$ cat src/hdl/assert_macros.svh
// assertion macros for the ghash engine
// used by the top level; expects clk and rst_n in scope
`ifndef ASSERT_MACROS_SVH
`define ASSERT_MACROS_SVH

// same-cycle implication
`define GHE_ASSERT_NOW(lbl, ante, cons) \
  lbl: assert property (@(posedge clk) disable iff (!rst_n) (ante) |-> (cons)) \
    else $error("ghash engine check failed");

// next-cycle implication
`define GHE_ASSERT_NXT(lbl, ante, cons) \
  lbl: assert property (@(posedge clk) disable iff (!rst_n) (ante) |=> (cons)) \
    else $error("ghash engine check failed");

`endif

$ cat src/hdl/ghe_pkg.sv
// shared types and constants of the ghash engine
// no dependencies
`timescale 1ns / 1ps

package ghe_pkg;

  // input command codes
  localparam logic [1:0] CMD_AAD  = 2'd0;
  localparam logic [1:0] CMD_DATA = 2'd1;
  localparam logic [1:0] CMD_FIN  = 2'd2;

  // configuration register indexes
  localparam logic CFG_KEY_HI = 1'b0;
  localparam logic CFG_KEY_LO = 1'b1;

  // gcm reduction constant in reflected bit order
  localparam logic [127:0] GF_R = {8'hE1, 120'd0};

  // multiplier steps per cycle and cycles per block
  localparam int MUL_BITS   = 8;
  localparam int MUL_CYCLES = 128 / MUL_BITS;

  // controller to datapath
  typedef struct packed {
    logic latch_in;   // capture the input beat
    logic mul_pend;   // hash the padded pending block
    logic append;     // append chunk bytes, hash if block fills
    logic mul_len;    // hash the length block
    logic load_out;   // write the result register
  } ctl_cmd_t;

  // datapath to controller
  typedef struct packed {
    logic [1:0] cmd;
    logic       phase;
    logic       fill_nz;
    logic       app_full;
    logic       mul_done;
  } ctl_stat_t;

endpackage

$ cat src/hdl/ghe_gfmul.sv
// gf(2^128) multiplier, eight bits of the operand per cycle
// depends on ghe_pkg
`timescale 1ns / 1ps

module ghe_gfmul (
  input  logic         clk,
  input  logic         rst_n,
  input  logic         start,
  input  logic [127:0] x_in,
  input  logic [127:0] h_in,
  output logic         done,
  output logic [127:0] z
);

  logic [127:0] z_r, v_r, x_r;
  logic [127:0] z_nxt, v_nxt, x_nxt;
  logic [3:0]   cnt_r;
  logic         busy_r, done_r;
  logic         lsb;

  // eight shift-and-add steps, msb of the operand first
  always_comb begin
    z_nxt = z_r;
    v_nxt = v_r;
    x_nxt = x_r;
    lsb   = 1'b0;
    for (int i = 0; i < ghe_pkg::MUL_BITS; i++) begin
      if (x_nxt[127]) z_nxt = z_nxt ^ v_nxt;
      lsb   = v_nxt[0];
      v_nxt = v_nxt >> 1;
      if (lsb) v_nxt = v_nxt ^ ghe_pkg::GF_R;
      x_nxt = x_nxt << 1;
    end
  end

  // control
  always_ff @(posedge clk) begin
    if (!rst_n) begin
      busy_r <= 1'b0;
      done_r <= 1'b0;
      cnt_r  <= '0;
    end else begin
      done_r <= 1'b0;
      if (start) begin
        busy_r <= 1'b1;
        cnt_r  <= '0;
      end else if (busy_r) begin
        cnt_r <= cnt_r + 4'd1;
        if (cnt_r == 4'(ghe_pkg::MUL_CYCLES - 1)) begin
          busy_r <= 1'b0;
          done_r <= 1'b1;
        end
      end
    end
  end

  // operands
  always_ff @(posedge clk) begin
    if (start) begin
      z_r <= '0;
      v_r <= h_in;
      x_r <= x_in;
    end else if (busy_r) begin
      z_r <= z_nxt;
      v_r <= v_nxt;
      x_r <= x_nxt;
    end
  end

  assign done = done_r;
  assign z    = z_r;

endmodule

$ cat src/hdl/ghe_datapath.sv
// ghash datapath: key, accumulator, byte buffer, totals, result register
// depends on ghe_pkg and ghe_gfmul
`timescale 1ns / 1ps

module ghe_datapath (
  input  logic                clk,
  input  logic                rst_n,
  input  logic                cfg_we,
  input  logic                cfg_addr,
  input  logic [63:0]         cfg_wdata,
  input  logic [135:0]        in_tdata,
  input  logic [1:0]          in_tuser,
  input  ghe_pkg::ctl_cmd_t   cmd,
  output ghe_pkg::ctl_stat_t  stat,
  output logic [127:0]        out_tdata,
  output logic [1:0]          out_tuser
);

  logic [127:0] key_r, acc_r, pend_r, chunk_r;
  logic [3:0]   fill_r;
  logic [4:0]   cnt_r;
  logic [1:0]   cmd_r;
  logic [63:0]  aad_tot_r, dat_tot_r;
  logic         phase_r;
  logic [127:0] res_tag_r;
  logic [1:0]   res_flag_r;

  logic [127:0] chunk_m, mul_x, mul_z;
  logic [255:0] wide;
  logic [4:0]   sum;
  logic [4:0]   cnt_in;
  logic         mul_start, mul_done, is_fin;

  // clamp the byte count to sixteen
  assign cnt_in = (in_tdata[132:128] > 5'd16) ? 5'd16 : in_tdata[132:128];

  // merge chunk bytes behind the pending bytes
  assign chunk_m = chunk_r & ~({128{1'b1}} >> {cnt_r, 3'b000});
  assign wide    = {pend_r, 128'd0} | ({chunk_m, 128'd0} >> {fill_r, 3'b000});
  assign sum     = {1'b0, fill_r} + cnt_r;

  // multiplier operand
  always_comb begin
    priority if (cmd.mul_pend) mul_x = acc_r ^ pend_r;
    else if (cmd.mul_len)      mul_x = acc_r ^ {aad_tot_r << 3, dat_tot_r << 3};
    else                       mul_x = acc_r ^ wide[255:128];
  end
  assign mul_start = cmd.mul_pend | cmd.mul_len | (cmd.append & sum[4]);

  ghe_gfmul u_mul (
    .clk   (clk),
    .rst_n (rst_n),
    .start (mul_start),
    .x_in  (mul_x),
    .h_in  (key_r),
    .done  (mul_done),
    .z     (mul_z)
  );

  assign is_fin = (cmd_r == ghe_pkg::CMD_FIN);

  // hash subkey
  always_ff @(posedge clk) begin
    if (!rst_n) begin
      key_r <= '0;
    end else if (cfg_we) begin
      unique case (cfg_addr)
        ghe_pkg::CFG_KEY_HI: key_r[127:64] <= cfg_wdata;
        ghe_pkg::CFG_KEY_LO: key_r[63:0]   <= cfg_wdata;
        default: ;
      endcase
    end
  end

  // message context
  always_ff @(posedge clk) begin
    if (!rst_n) begin
      acc_r     <= '0;
      pend_r    <= '0;
      fill_r    <= '0;
      aad_tot_r <= '0;
      dat_tot_r <= '0;
      phase_r   <= 1'b0;
    end else begin
      if (mul_done) acc_r <= mul_z;
      if (cmd.mul_pend) begin
        pend_r <= '0;
        fill_r <= '0;
      end
      if (cmd.append) begin
        fill_r <= sum[3:0];
        pend_r <= sum[4] ? wide[127:0] : wide[255:128];
        if (cmd_r == ghe_pkg::CMD_DATA) begin
          phase_r   <= 1'b1;
          dat_tot_r <= dat_tot_r + 64'(cnt_r);
        end else begin
          aad_tot_r <= aad_tot_r + 64'(cnt_r);
        end
      end
      if (cmd.load_out && is_fin) begin
        acc_r     <= '0;
        pend_r    <= '0;
        fill_r    <= '0;
        aad_tot_r <= '0;
        dat_tot_r <= '0;
        phase_r   <= 1'b0;
      end
    end
  end

  // input beat capture
  always_ff @(posedge clk) begin
    if (cmd.latch_in) begin
      cmd_r   <= in_tuser;
      chunk_r <= {in_tdata[63:0], in_tdata[127:64]};
      cnt_r   <= cnt_in;
    end
  end

  // result register
  always_ff @(posedge clk) begin
    if (cmd.load_out) begin
      res_tag_r  <= is_fin ? acc_r : 128'd0;
      res_flag_r <= {(cmd_r == ghe_pkg::CMD_AAD) && phase_r, is_fin};
    end
  end

  assign out_tdata = {res_tag_r[63:0], res_tag_r[127:64]};
  assign out_tuser = res_flag_r;

  assign stat.cmd      = cmd_r;
  assign stat.phase    = phase_r;
  assign stat.fill_nz  = (fill_r != 4'd0);
  assign stat.app_full = sum[4];
  assign stat.mul_done = mul_done;

endmodule

$ cat src/hdl/ghe_ctrl.sv
// ghash controller: sequences padding, appending, hashing and result
// depends on ghe_pkg
`timescale 1ns / 1ps

module ghe_ctrl (
  input  logic                clk,
  input  logic                rst_n,
  input  logic                in_tvalid,
  output logic                in_tready,
  output logic                out_tvalid,
  input  logic                out_tready,
  input  ghe_pkg::ctl_stat_t  stat,
  output ghe_pkg::ctl_cmd_t   cmd
);

  localparam logic [2:0] S_IDLE = 3'd0;
  localparam logic [2:0] S_PAD  = 3'd1;
  localparam logic [2:0] S_APP  = 3'd2;
  localparam logic [2:0] S_MUL  = 3'd3;
  localparam logic [2:0] S_OUT  = 3'd4;

  logic [2:0] state_r, state_nxt, ret_r, ret_nxt;
  logic       oval_r, oval_nxt;
  logic       slot_free;

  assign slot_free = !oval_r || out_tready;

  // next state and commands
  always_comb begin
    state_nxt = state_r;
    ret_nxt   = ret_r;
    cmd       = '0;
    unique case (state_r)
      S_IDLE: begin
        if (in_tvalid) begin
          cmd.latch_in = 1'b1;
          state_nxt    = S_PAD;
        end
      end
      S_PAD: begin
        if (stat.fill_nz && (stat.cmd == ghe_pkg::CMD_FIN ||
            (stat.cmd == ghe_pkg::CMD_DATA && !stat.phase))) begin
          cmd.mul_pend = 1'b1;
          ret_nxt      = S_APP;
          state_nxt    = S_MUL;
        end else begin
          state_nxt = S_APP;
        end
      end
      S_APP: begin
        state_nxt = S_OUT;
        unique case (stat.cmd)
          ghe_pkg::CMD_AAD, ghe_pkg::CMD_DATA: begin
            if (!(stat.cmd == ghe_pkg::CMD_AAD && stat.phase)) begin
              cmd.append = 1'b1;
              if (stat.app_full) begin
                ret_nxt   = S_OUT;
                state_nxt = S_MUL;
              end
            end
          end
          ghe_pkg::CMD_FIN: begin
            cmd.mul_len = 1'b1;
            ret_nxt     = S_OUT;
            state_nxt   = S_MUL;
          end
          default: ;
        endcase
      end
      S_MUL: begin
        if (stat.mul_done) state_nxt = ret_r;
      end
      S_OUT: begin
        if (slot_free) begin
          cmd.load_out = 1'b1;
          state_nxt    = S_IDLE;
        end
      end
      default: state_nxt = S_IDLE;
    endcase
  end

  // output valid flag
  always_comb begin
    oval_nxt = oval_r;
    if (out_tready) oval_nxt = 1'b0;
    if (cmd.load_out) oval_nxt = 1'b1;
  end

  always_ff @(posedge clk) begin
    if (!rst_n) begin
      state_r <= S_IDLE;
      ret_r   <= S_IDLE;
      oval_r  <= 1'b0;
    end else begin
      state_r <= state_nxt;
      ret_r   <= ret_nxt;
      oval_r  <= oval_nxt;
    end
  end

  assign in_tready  = (state_r == S_IDLE);
  assign out_tvalid = oval_r;

endmodule

$ cat src/hdl/ghash_incremental_engine.sv
// Incremental GCM GHASH engine. Each input beat passes the idle, pad, append
// and output states, plus a multiplier pass for every 16-byte block hashed
// (at most two per beat: a padded tail and a full block, or a padded tail and
// the length block on finish); the GF(2^128) multiplier consumes eight bits
// of the hashed block per cycle and is the only hash unit.
// A new beat is taken while the previous result still waits on the output.
// Top level: joins the controller and the datapath; depends on ghe_pkg,
// ghe_ctrl, ghe_datapath and assert_macros.svh
`timescale 1ns / 1ps
`include "assert_macros.svh"

module ghash_incremental_engine (
  input  logic         clk,
  input  logic         rst_n,
  input  logic         cfg_we,
  input  logic         cfg_addr,
  input  logic [63:0]  cfg_wdata,
  input  logic         in_tvalid,
  output logic         in_tready,
  input  logic [135:0] in_tdata,   // chunk_high, chunk_low, byte_count, zero fill
  input  logic [1:0]   in_tuser,   // cmd
  output logic         out_tvalid,
  input  logic         out_tready,
  output logic [127:0] out_tdata,  // tag_high, tag_low
  output logic [1:0]   out_tuser   // tag_valid, status
);

  ghe_pkg::ctl_cmd_t  cmd;
  ghe_pkg::ctl_stat_t stat;

  ghe_ctrl u_ctrl (
    .clk        (clk),
    .rst_n      (rst_n),
    .in_tvalid  (in_tvalid),
    .in_tready  (in_tready),
    .out_tvalid (out_tvalid),
    .out_tready (out_tready),
    .stat       (stat),
    .cmd        (cmd)
  );

  ghe_datapath u_dp (
    .clk       (clk),
    .rst_n     (rst_n),
    .cfg_we    (cfg_we),
    .cfg_addr  (cfg_addr),
    .cfg_wdata (cfg_wdata),
    .in_tdata  (in_tdata),
    .in_tuser  (in_tuser),
    .cmd       (cmd),
    .stat      (stat),
    .out_tdata (out_tdata),
    .out_tuser (out_tuser)
  );

  // a result is never written over one still waiting
  `GHE_ASSERT_NOW(a_no_overwrite, cmd.load_out, !out_tvalid || out_tready)
  // one beat at a time
  `GHE_ASSERT_NXT(a_one_beat, in_tvalid && in_tready, !in_tready)
  // only one hash operation starts at a time
  `GHE_ASSERT_NOW(a_one_op, 1'b1, $onehot0({cmd.mul_pend, cmd.append, cmd.mul_len, cmd.load_out}))
  // multiplier finishes only while the controller waits on it
  `GHE_ASSERT_NOW(a_done_idle, stat.mul_done, !in_tready)

endmodule

$ cat config.mk
export PLATFORM = sky130hd
export DESIGN_NAME = ghash_incremental_engine
export DESIGN_NICKNAME = d
export VERILOG_FILES = /design/src/hdl/ghe_pkg.sv /design/src/hdl/ghe_gfmul.sv /design/src/hdl/ghe_datapath.sv /design/src/hdl/ghe_ctrl.sv /design/src/hdl/ghash_incremental_engine.sv
export VERILOG_INCLUDE_DIRS = /design/src /design/src/hdl
export SDC_FILE = /design/constraint.sdc
export NUM_CORES = 2
export LEC_CHECK = 0
export BUFFER_PORTS_ARGS = -buffer_cell sky130_fd_sc_hd__buf_2
export CAP_MARGIN = 20
export CORE_ASPECT_RATIO = 1.1
export CORE_MARGIN = 2
export CORE_UTILIZATION = 55
export DETAILED_ROUTE_END_ITERATION = 10
export HOLD_SLACK_MARGIN = 0.1
export MAX_ROUTING_LAYER = met4
export PLACE_DENSITY_LB_ADDON = 0.1
export SYNTH_ARGS = -nofsm -noshare
export SYNTH_HDL_FRONTEND = slang
export SYNTH_SLANG_ARGS = --single-unit
$ cat constraint.sdc
create_clock -name clk -period 12.2 [get_ports clk]
set_input_delay 1.83 -clock clk [delete_from_list [all_inputs] [get_ports clk]]
set_output_delay 1.83 -clock clk [all_outputs]
set_load 0.01 [all_outputs]
==> impl_results.md <==
* Delay-heaviest family, CP: buffers and inverters
* CTS tree: built
* Initial Util at 55.5%
* CTS Buf Count at 121
* Startpoint Class: flip-flop
* CTS clk-pin slew, worst paths at around 0.070 ns
* Root buf cell: clkbuf_16
* Crit path time final at 5.97 ns
* CTS H-tree depth at 3
* CTS Buffer Depth at 3
* Post-synth ARST share at 0%
* Die height at 383 um
* Static leakage power at 29.2 nW
* All-Layer GR Usage at 48.8%
* MaxCap Viol Count at 0
* Worst hold start: u_dp.u_mul.cnt_r[3]
* Mapped Nets at 8764
* Cell variety after synth at 99
* Post-route ant nets at 0
* DRT iter0 DRCs at 10444
* Setup Slack @ Placement at 6.55 ns
* Main synth FF type: dfxtp_1
* Post-synthesis register bit count at approximately 1200
* Setup WS post-layout at 6.23 ns
* Routed vias/inst at 6.67
* Clock sinks at ~1200
* Nets at 8708
* Seq/Total Area, Yosys at 40.0%
* Global-route wire length before repair at between 400000 and 500000 um
* Largest family of logic cells by synthesized area: simple AND/OR/NAND/NOR gates
* Vias at 68599
* Final wirelength at approximately 320000 um
* Reg area at 28700 sq um
* Synthesized instance count at 8538
* Share of cells above drive strength 1 at 10.3%
* Failing checks: DRC
* Yosys warns at 0
* Worst Path Arrival at 6.68 ns
* CP cell instances: clkinv_1 -> buf_4 -> fa_1 -> nor2b_1 -> o22ai_1 -> mux2_2 -> o21ai_4 -> buf_4 -> buf_4 -> or3_1 -> o21ai_0 -> a21oi_1
* Max-slew headroom at 1.78%
* Count of final hold-check violations at 0
* Avg Inst Size Synth at 8.39 sq um
* Adder-cell area share of the yosys netlist at 0.346%
* Fillers at 10893
* WP data required at 12.91 ns
* CTS-repair resized insts at 0
* Wire per inst at around 32 um
* Core area at 129000 sq um
* Mux contribution to synthesized area at 3.86%
* Unrepaired setup endpoints after global routing: false
* I/O pins at 340
* Largest net degree at the start of global routing at 211
* Row count at 138
* Post-DP HPWL at ~230000 um
* Final setup violating endpoints at 0
* Number of synthesized flops with an enable pin at ~520
* Max FO, Critical Path at 97
* Critical path launch point: u_dp.fill_r[1]
* XOR/XNOR Fraction of Synth Area at 14.8%
* Antenna violations before repair at 22
* Vias in the first global route at approximately 63000
* Status: finished, violations left
* Total gr overflow at 0
* Pins Over Slew Limit at 0
* Port Buffers at 336
* Hold Buf Count CTS at 0
* Power per Cell Area at around 220 nW/um^2
* Worst-margin pin slew at about 1.5 ns
* Bufs and invs on worst path at 4
* Compound-Gate Fraction of Synth Area at 16.3%
* VDD IR max at 179 uV
* Mapped Area at 71600 sq um
* Footprint of the multi-input gates at about 40000 sq um
* CP Capture Type: flip-flop
* Period utilisation layout at about half
* DRC errors left at 7
* Worst Skew at roughly 0.049 ns
* Drt first pass iters at 11
* Die Width at approximately 350 um
* Largest stage delay, worst path at 0.94 ns
* Simple-Gate Fraction of Synth Area at between 20% and 30%
* Setup CP Type: reg2reg
* Critical-path top delay cell: buf_4
* Post-route setup TNS at 0 ns
* Clock Latency Late Sink at between 0.7 and 0.8 ns
* Die ar. at 133000 sq um
* Most used cell, CP: buf_4
* Post-CTS Setup Inserts at 0
* Area Overhead vs Synth at 9.83%
* Hold WC Path Type: reg2reg
* Fmax at 0.167 GHz
* Placer Congestion at 1.12
* Reg2reg start: u_dp.fill_r[1]
-- placed cells by master (no fill, tap or decap), types with 42 or more instances in the layout --
cell type | netlist | layout
a221o_1 | 59 | 59
buf_2 | 113 | 336
edfxtp_1 | 521 | 521
nor2_1 | 780 | 775
a221oi_1 | 78 | 77
a211oi_1 | 99 | 98
nor4_1 | 53 | 53
and2_1 | 143 | 141
mux2i_1 | 246 | 245
o21ai_0 | 253 | 247
clkbuf_16 | 0 | 126
o221ai_1 | 49 | 49
xor2_1 | 311 | 311
buf_4 | 11 | 196
nor3_1 | 115 | 109
nand2_1 | 1944 | 1942
a21o_1 | 42 | 42
nand3_1 | 104 | 104
dfxtp_1 | 651 | 645
a21oi_1 | 328 | 326
inv_1 | 94 | 89
o22ai_1 | 102 | 102
xnor2_1 | 889 | 887
a21boi_0 | 139 | 139
o211ai_1 | 78 | 78
a31oi_1 | 64 | 64
-- layer usage --
layer | part of all wire, % | global-route usage (%)
met1 | 36 | 57.7
met4 | 10 | 39.1
met2 | 43 | 70.8
met5 | 0 | -
met3 | 11 | 11.7
-- report_power, final --
group | switching [mW] | internal (mW) | total (mW)
clock network | 1.72 | 2.25 | 3.97
logic | 4.74 | 2.88 | 7.62
registers | 0.795 | 4.89 | 5.69
total | 7.26 | 10.0 | 17.3
-- synth_stat cells (99+ instances only) --
library cell  count  area share, %
nand2_1        1944             10
nor2_1          780            4.1
xnor2_1         889             11
dfxtp_1         651             18
a21oi_1         328            2.3
a21boi_0        139            1.5
clkbuf_1        526            2.8
a211oi_1         99            1.0
and2_1          143            1.2
mux2i_1         246            3.4
o21ai_0         253            1.8
nor3_1          115           0.80
buf_2           113           0.79
edfxtp_1        521             22
xor2_1          311            3.8
nand3_1         104           0.73
o22ai_1         102           0.89
-- kinds of logic after synthesis --
kind of cell | count (synthesis)
xor gates and xnor gates | 1204
and+or+nand+nor | 3391
buffers and inverters | 817
adders and majority gates | 18
DFF | 1172
AOI/OAI and AO/OA | 1664
muxes | 272
-- sequential cells by signal (all words and copies together), names as in the netlist, 5 cells and up --
register / flops
u_dp.aad_tot_r: 61
u_dp.acc_r: 128
u_dp.chunk_r: 128
u_dp.cnt_r: 5
u_dp.dat_tot_r: 61
u_dp.key_r: 128
u_dp.pend_r: 128
u_dp.res_tag_r: 128
u_dp.u_mul.v_r: 128
u_dp.u_mul.x_r: 128
u_dp.u_mul.z: 128
-- through the flow --
stage / cells / utilization (%) / power, mW / hold WS (ns) / instance area (sq um)
CTS: 10256 / 60.9 / 17.0 / 0.462 / 78500
finish: 10292 / 61.0 / 17.3 / 0.462 / 78700
global placement: 10023 / 57.6 / 12.9 / 0.440 / 74300
global route: 10285 / 61.0 / 17.8 / 0.486 / 78700
detailed placement: 10025 / 57.6 / 13.0 / 0.451 / 74300
floorplan: 8538 / - / 10.8 / 0.439 / 71600
-- worst register-to-register path: stages, from the launching register on --
cell and delay, ns:
dfxtp_4 0.78, clkinv_1 0.20, buf_4 0.30, fa_1 0.46, nor2b_1 0.26, o22ai_1 0.36, mux2_2 0.44, o21ai_4 0.56
buf_4 0.92, buf_4 1.08, or3_1 0.28, o21ai_0 0.09, a21oi_1 0.18
-- area by class of cell --
cell class	instances	share of cell area [%]
Timing Repair Buffer	542	4.17
Clock buffer	158	4.30
Multi-Input combinational cell	6549	50.8
Clock inverter	73	1.06
Tap cell	1680	2.67
Antenna cell	22	0.0700
Inverter	96	0.469
Sequential cell	1172	36.5
-- path summary, 6_finish.rpt --
check,end,slack [ns],cells past startpoint
worst max-delay path,u_ctrl.state_r[0],6.23,12
worst min-delay path,u_dp.u_mul.done,0.46,2
worst max register to register,u_ctrl.state_r[0],6.23,12
worst min register to register,u_dp.u_mul.done,0.46,2
No activity file was read; power rests on OpenSTA's default activity.
